[src/rtl/core/sdr_pkg.sv]
package sdr_pkg;

  localparam int IN_SET_W  = 11;
  localparam int IN_WAY_W  = 4;
  localparam int PC_W      = 18;
  localparam int DRAW_W    = 5;
  localparam int PC_SHIFT1 = 6;
  localparam int PC_SHIFT2 = 12;
  localparam int REUSE_W   = 2;

  localparam logic [REUSE_W-1:0] REUSE_MAX    = 2'd3;
  localparam logic [REUSE_W-1:0] REUSE_THRESH = 2'd1;
  localparam logic [REUSE_W-1:0] REUSE_INIT   = 2'd1;

  localparam logic FUNC_VICTIM = 1'b0;
  localparam logic FUNC_UPDATE = 1'b1;

  typedef struct packed {
    logic                func;
    logic [IN_SET_W-1:0] set_index;
    logic [IN_WAY_W-1:0] way;
    logic [PC_W-1:0]     pc_low;
    logic                hit;
    logic [DRAW_W-1:0]   chance_draw;
  } sdr_in_t;

  typedef struct packed {
    logic [IN_WAY_W-1:0] victim_way;
    logic                found_distant;
  } sdr_out_t;

  typedef enum logic [2:0] {
    ST_CLEAR,
    ST_IDLE,
    ST_DIV,
    ST_READ,
    ST_LOAD,
    ST_EXEC
  } sdr_state_t;

  typedef enum logic [1:0] {
    KIND_FOLLOW,
    KIND_LIP,
    KIND_BIP
  } sdr_kind_t;

  typedef struct packed {
    logic clear_step;
    logic take_in;
    logic div;
    logic rd;
    logic load;
    logic exec;
  } sdr_cmd_t;

  typedef struct packed {
    logic clear_last;
    logic out_free;
  } sdr_sts_t;

endpackage

[src/rtl/core/sdr_ctrl.sv]
module sdr_ctrl
  import sdr_pkg::*;
(
  input  logic     clk,
  input  logic     rst_n,
  input  logic     in_valid,
  output logic     in_ready,
  input  sdr_sts_t sts,
  output sdr_cmd_t cmd
);

  sdr_state_t state_r, state_nxt;

  always_ff @(posedge clk) begin
    if (!rst_n) begin
      state_r <= ST_CLEAR;
    end else begin
      state_r <= state_nxt;
    end
  end

  always_comb begin
    state_nxt = state_r;
    cmd       = '0;
    in_ready  = 1'b0;
    unique case (state_r)
      ST_CLEAR: begin
        cmd.clear_step = 1'b1;
        if (sts.clear_last) begin
          state_nxt = ST_IDLE;
        end
      end
      ST_IDLE: begin
        in_ready    = 1'b1;
        cmd.take_in = in_valid;
        if (in_valid) begin
          state_nxt = ST_DIV;
        end
      end
      ST_DIV: begin
        cmd.div   = 1'b1;
        state_nxt = ST_READ;
      end
      ST_READ: begin
        cmd.rd    = 1'b1;
        state_nxt = ST_LOAD;
      end
      ST_LOAD: begin
        cmd.load  = 1'b1;
        state_nxt = ST_EXEC;
      end
      ST_EXEC: begin
        if (sts.out_free) begin
          cmd.exec  = 1'b1;
          state_nxt = ST_IDLE;
        end
      end
      default: state_nxt = ST_CLEAR;
    endcase
  end

endmodule

[config.mk]
export PLATFORM = sky130hd
export DESIGN_NAME = sdr_ctrl
export DESIGN_NICKNAME = d
export VERILOG_FILES = /design/src/rtl/core/sdr_pkg.sv /design/src/rtl/core/sdr_ctrl.sv
export SDC_FILE = /design/constraint.sdc
export NUM_CORES = 1
export LEC_CHECK = 0
export ABC_AREA = 1
export BUFFER_PORTS_ARGS = -buffer_cell sky130_fd_sc_hd__buf_2
export CAP_MARGIN = 20
export CORE_AREA = 4 4 41 43
export DETAILED_ROUTE_END_ITERATION = 10
export DIE_AREA = 0 0 45 47
export SLEW_MARGIN = 15
export SYNTH_ARGS = -nofsm -noshare
export SYNTH_HDL_FRONTEND = slang
export SYNTH_SLANG_ARGS = --single-unit
[constraint.sdc]
create_clock -name clk -period 2.37 [get_ports clk]
set_clock_uncertainty 0.15 [all_clocks]
set_input_delay 0.1185 -clock clk [delete_from_list [all_inputs] [get_ports clk]]
set_output_delay 0.1185 -clock clk [all_outputs]
set_load 0.005 [all_outputs]
==> Word-level counts from Yosys, hierarchy flattened <==
Cells that the tools add are included.
{ "word_totals": {"elab_cells": 23, "ff_bits": 3} }
{ "op_classes": {"n_eq_ne": 8, "n_reduce_logical": 2, "muxes": 12} }
{ "ops": {"columns": ["cell", "count"], "rows": [
  ["3-bit case mux with 6 select lines", 1],
  ["3-bit 2-to-1 mux", 3],
  ["1-bit 2-to-1 mux", 8],
  ["3-bit by 2-bit == test with 1-bit output, second input constant", 2],
  ["3-bit == test, second input constant", 2],
  ["2-bit inequality test, second input constant", 3],
  ["3-bit by 1-bit == test with 1-bit output, second input constant", 1],
  ["3-bit logical NOT", 1],
  ["3-bit AND reduction", 1]
]} }

==> Depth between registers and ports, before layout <==
{ "depth": {"ltp_word": 3, "mapped_depth": 6, "depth_no_buf": 6} }

==> Least setup slack after synthesis <==
Ideal clock, no wire load.
{ "synth_timing": {"kind": "register to register", "start": "reg state_r[2]", "end": "reg state_r[0]", "arrival_ps": 819, "slack_ps": 1290, "path_stages_with_launch": 6, "n_path_buf": 0, "path_cell_list": "dfxtp_1 -> inv_2 -> nand3_1 -> nand3_2 -> nor2_2 -> nor2_2"} }
{ "synth_between": {"elab_chain_len": 3, "elab_cells_between_ends": 11} }
{ "synth_lines": {"columns": ["item", "line_no", "source"], "rows": [
  ["start: declaration", "sdr_ctrl.sv:12", "sdr_state_t state_r, state_nxt;"],
  ["start signal: assignment", "sdr_ctrl.sv:18", "state_r <= state_nxt;"],
  ["3-bit == test (tied with other cells)", "sdr_ctrl.sv:26", "unique case (state_r)"],
  ["2-bit inequality test (no source line)", null, null],
  ["3-bit AND reduction (no source line)", null, null]
]} }
Parallel ways exist; a longest one is shown, timed or not.
A chain may end at the register's enable or synchronous reset.

==> results.txt <==
The number of buffers between clock root and the deepest sink came out at 2. The number of endpoints failing setup at the final stage came out at 0. The net total in the final layout is 57. In the layout the commonest cells are 11 x sky130_fd_sc_hd__buf_2, 7 x sky130_fd_sc_hd__nor2_1, 6 x sky130_fd_sc_hd__inv_1.

The detailed router used layers up to and including met3. The core area came out at 0.00130 mm2. The library cell used most frequently in the layout, excluding fill and tap cells, is sky130_fd_sc_hd__buf_2.

Of the total synthesized cell area, the portion taken by full adders, half adders and majority gates is 0%. The post-CTS setup buffer count came out at 0. The total of max-cap violations is 0. The data arrival time of the critical path is 1.13 ns. The signal on the critical path passes through inv_2 -> nor2_2 -> nand2_1 -> nor2_1 -> buf_2. The leftover overflow at the end of global routing came out at 0. The number of nets handed over by synthesis was 40. The quantity of I/O buffers inserted on ports came out at 11.

The wire length of the first global-routing pass is 855 um. For this run, design rule violations remaining after detail routing come to 0. The number of distinct standard cells referenced by the synthesized netlist came out at 12. TritonCTS created 3 clock buffers.

The largest registers in the layout are state_r x3. Detailed placement ended at an HPWL of 445 um. In the finished design, the share of the clock period the worst path needs comes to 58.8%.

For this design the ratio of total power to cell area is 638 mW/mm2. The pin count of the biggest net entering global routing came out at 8. Pin placement for this block handled 12 I/O pins. Of the synthesized area, sequential elements account for 27.7%. The post-synthesis instance area is 216 um2. The mean cell area of the mapped netlist is 6.18 um2. The detailed-route vias per instance is 3.97. The total wirelength of the detailed-routed design is 545 um. The iteration count of the initial detailed-routing pass is 3. The fraction of the mapped netlist area in compound gates is 4.62%. The fill cell total of the finished layout came out at 154. The maximum VDD drop is 0.000172 V.

The count of placed standard cells including taps came out at 61. The transition time at the pin with the least slew margin is 0.297 ns. The clock latency at the later pin of the worst-skew pair came out at 0.23 ns. The average wire per cell in the routed design is 8.26 um. The flow ran to the end, and the final reports show no timing, DRC or antenna violations. The top cell type's share of synthesized area is 27.7%.

The fmax came out at 717 MHz. The shortest clock period the worst path allows after layout is 1.39 ns. The number of cell rows came out at 13.

The routed wire length on met3 came out at 54 um. The final instance count without filler cells came out at 66. The register with the most flip-flops in the layout has 3 of them. The worst hold path belongs to the class input pin to flip-flop. The clock-pin slew on the worst setup and hold paths came out at 0.04 ns.

Synthesis inferred 3 register bits. The simple-gate portion of the synthesized area came out at 52.0%. The final weighted congestion of routability-driven global placement came out at 0.698. For this run, the total global-route usage over all layers was measured as 6.24%. Clock tree synthesis selected as its root buffer the cell sky130_fd_sc_hd__clkbuf_4. The reported leakage power came out at 0.000184 uW. The length of routed wiring on met1 came out at 260 um. The power after layout is 208 uW. The slowest stage cell on the critical path is sky130_fd_sc_hd__dfxtp_1.

Among cell families on the critical path, the largest total delay comes from flip-flops. The antenna cell count is 0. The final hold violation count is 0. The initial antenna violation count is 0. The quantity of gates resized following cts came out at 0.

TritonCTS built the clock tree. The number of stages on the worst hold path came out at 4. The data required time of the worst path came out at 2.10 ns. Detailed routing inserted a total of 262 vias. The total count of max-transition violations in the final report came to 0. The instance count of the mapped netlist came out at 35. Summed over all nets, wire length on met2 after detailed routing comes to 230 um. The xor/xnor share of the synthesized area is 0%. Cells with a size suffix above 1 make up 47.1% of the layout. The via count of the first global-routing pass is 226. The critical path startpoint category is a flip-flop. CTS saw 3 sinks. The Yosys step of the flow raised 0 warnings.

More flip-flops sit in one register than any other, and that register is state_r. The remaining antenna violation count is 0. For this run, the slowest stage of the critical path takes 0.41 ns.

The largest total area in the synthesized netlist belongs to sky130_fd_sc_hd__dfxtp_1. The largest driver fanout on the critical path is 4. The initial cell density of the core is 16.6%. Setup total negative slack on the finished layout was measured at 0 ns. Setup repair after global routing left no endpoint under its margin. The buffering stage count on the worst path with inverters included is 2. The floorplan step set the die height to 47 um. After the first detailed-routing iteration, the DRC count stood at 2. The number of H-tree levels is 1. The endpoint type of the worst setup path is an output port. After synthesis, the largest family of logic cells by area is simple AND/OR/NAND/NOR gates. The logic depth of the worst register-to-register path is 5. The relative slew slack came out at 80.1%. The total stage count of the critical path is 5. The type of the setup path with the least slack is flip-flop to output port. The multiplexer share of the synthesized area came out at 0%. Ranked by total cell area, the synthesized netlist is headed by sky130_fd_sc_hd__dfxtp_1 28%, sky130_fd_sc_hd__nor2_1 12%, sky130_fd_sc_hd__inv_1 10%, sky130_fd_sc_hd__nor3_2 9.2%, sky130_fd_sc_hd__nor2_2 8.7%.

From synthesis to final layout, the design area changed by 50.9%. The die extent in x came out at 45 um. The area of the die is 0.00212 mm2.
cell families (layout without fill, tap and decap cells):
| group | after synthesis | count (layout) |
|---|---|---|
| flip-flops | 3 | 3 |
| AND/OR/NAND/NOR | 21 | 21 |
| buffers and inverters | 9 | 25 |
| AO/OA/AOI/OAI | 2 | 2 |
Yosys cell counts:
library cell	number
sky130_fd_sc_hd__nor3_1	2
sky130_fd_sc_hd__nor2_2	3
sky130_fd_sc_hd__a21oi_1	2
sky130_fd_sc_hd__inv_2	3
sky130_fd_sc_hd__dfxtp_1	3
sky130_fd_sc_hd__nand2_1	3
sky130_fd_sc_hd__nor2_1	7
sky130_fd_sc_hd__nor3_2	2
sky130_fd_sc_hd__inv_1	6
sky130_fd_sc_hd__nand3_1	2
sky130_fd_sc_hd__nand3_2	1
sky130_fd_sc_hd__nand2_2	1
power by group:
group          leakage [uW]  internal [uW]  total [uW]  switching [uW]
registers         0.0000246           55.6        63.1            7.41
logic              0.000144           24.2        56.4            32.1
clock network     0.0000150           63.1        89.0            25.9
metal layers:
layer | track usage, % | vias up
met5 | 0 | -
met4 | 7.02 | 0
met3 | 3.45 | 0
met2 | 7.91 | 12
met1 | 6.82 | 111
li1 | - | 139
final cells by class:
class | count | area (um2) | share of cell area [%]
Clock buffer | 4 | 26.3 | 8.05
Inverter | 9 | 33.8 | 10.3
Multi-Input combinational cell | 23 | 123 | 37.5
Sequential cell | 3 | 60.1 | 18.4
Tap cell | 15 | 18.8 | 5.75
Timing Repair Buffer | 12 | 65.1 | 19.9
what timing repair did:
| action | CTS | global route |
|---|---|---|
| hold buffers | 1 | 0 |
| endpoints found under the hold margin | 1 | 0 |
| endpoints found under the setup margin | 0 | 0 |
metrics by stage:
stage / util [%] / worst slack (ns) / area, um2 / hold WS, ns
global route: 25.1 / 0.872 / 327 / 0.0965
floorplan: - / 1.29 / 216 / 0.111
CTS: 25.1 / 0.966 / 327 / 0.0628
detailed placement: 22.3 / 1.19 / 290 / 0.236
finish: 25.1 / 0.976 / 327 / 0.0697
global placement: 22.3 / 1.21 / 290 / 0.232
final timing paths:
| kind | endpoint | slack [ns] | startpoint |
|---|---|---|---|
| worst max register to register | state_r[0] | 1.18 | state_r[2] |
| worst max-delay path | cmd[4] | 0.98 | state_r[0] |
| worst min register to register | state_r[2] | 0.51 | state_r[1] |
| worst min-delay path | state_r[2] | 0.07 | sts[0] |
worst register-to-register path, delay by kind of cell, from the launching register on:
kind / cells / cell delay [ns]
DFF: 1 / 0.48
and+or+nand+nor: 4 / 0.39
buffers and inverters: 1 / 0.06
Power figures use the tool's default switching activity.
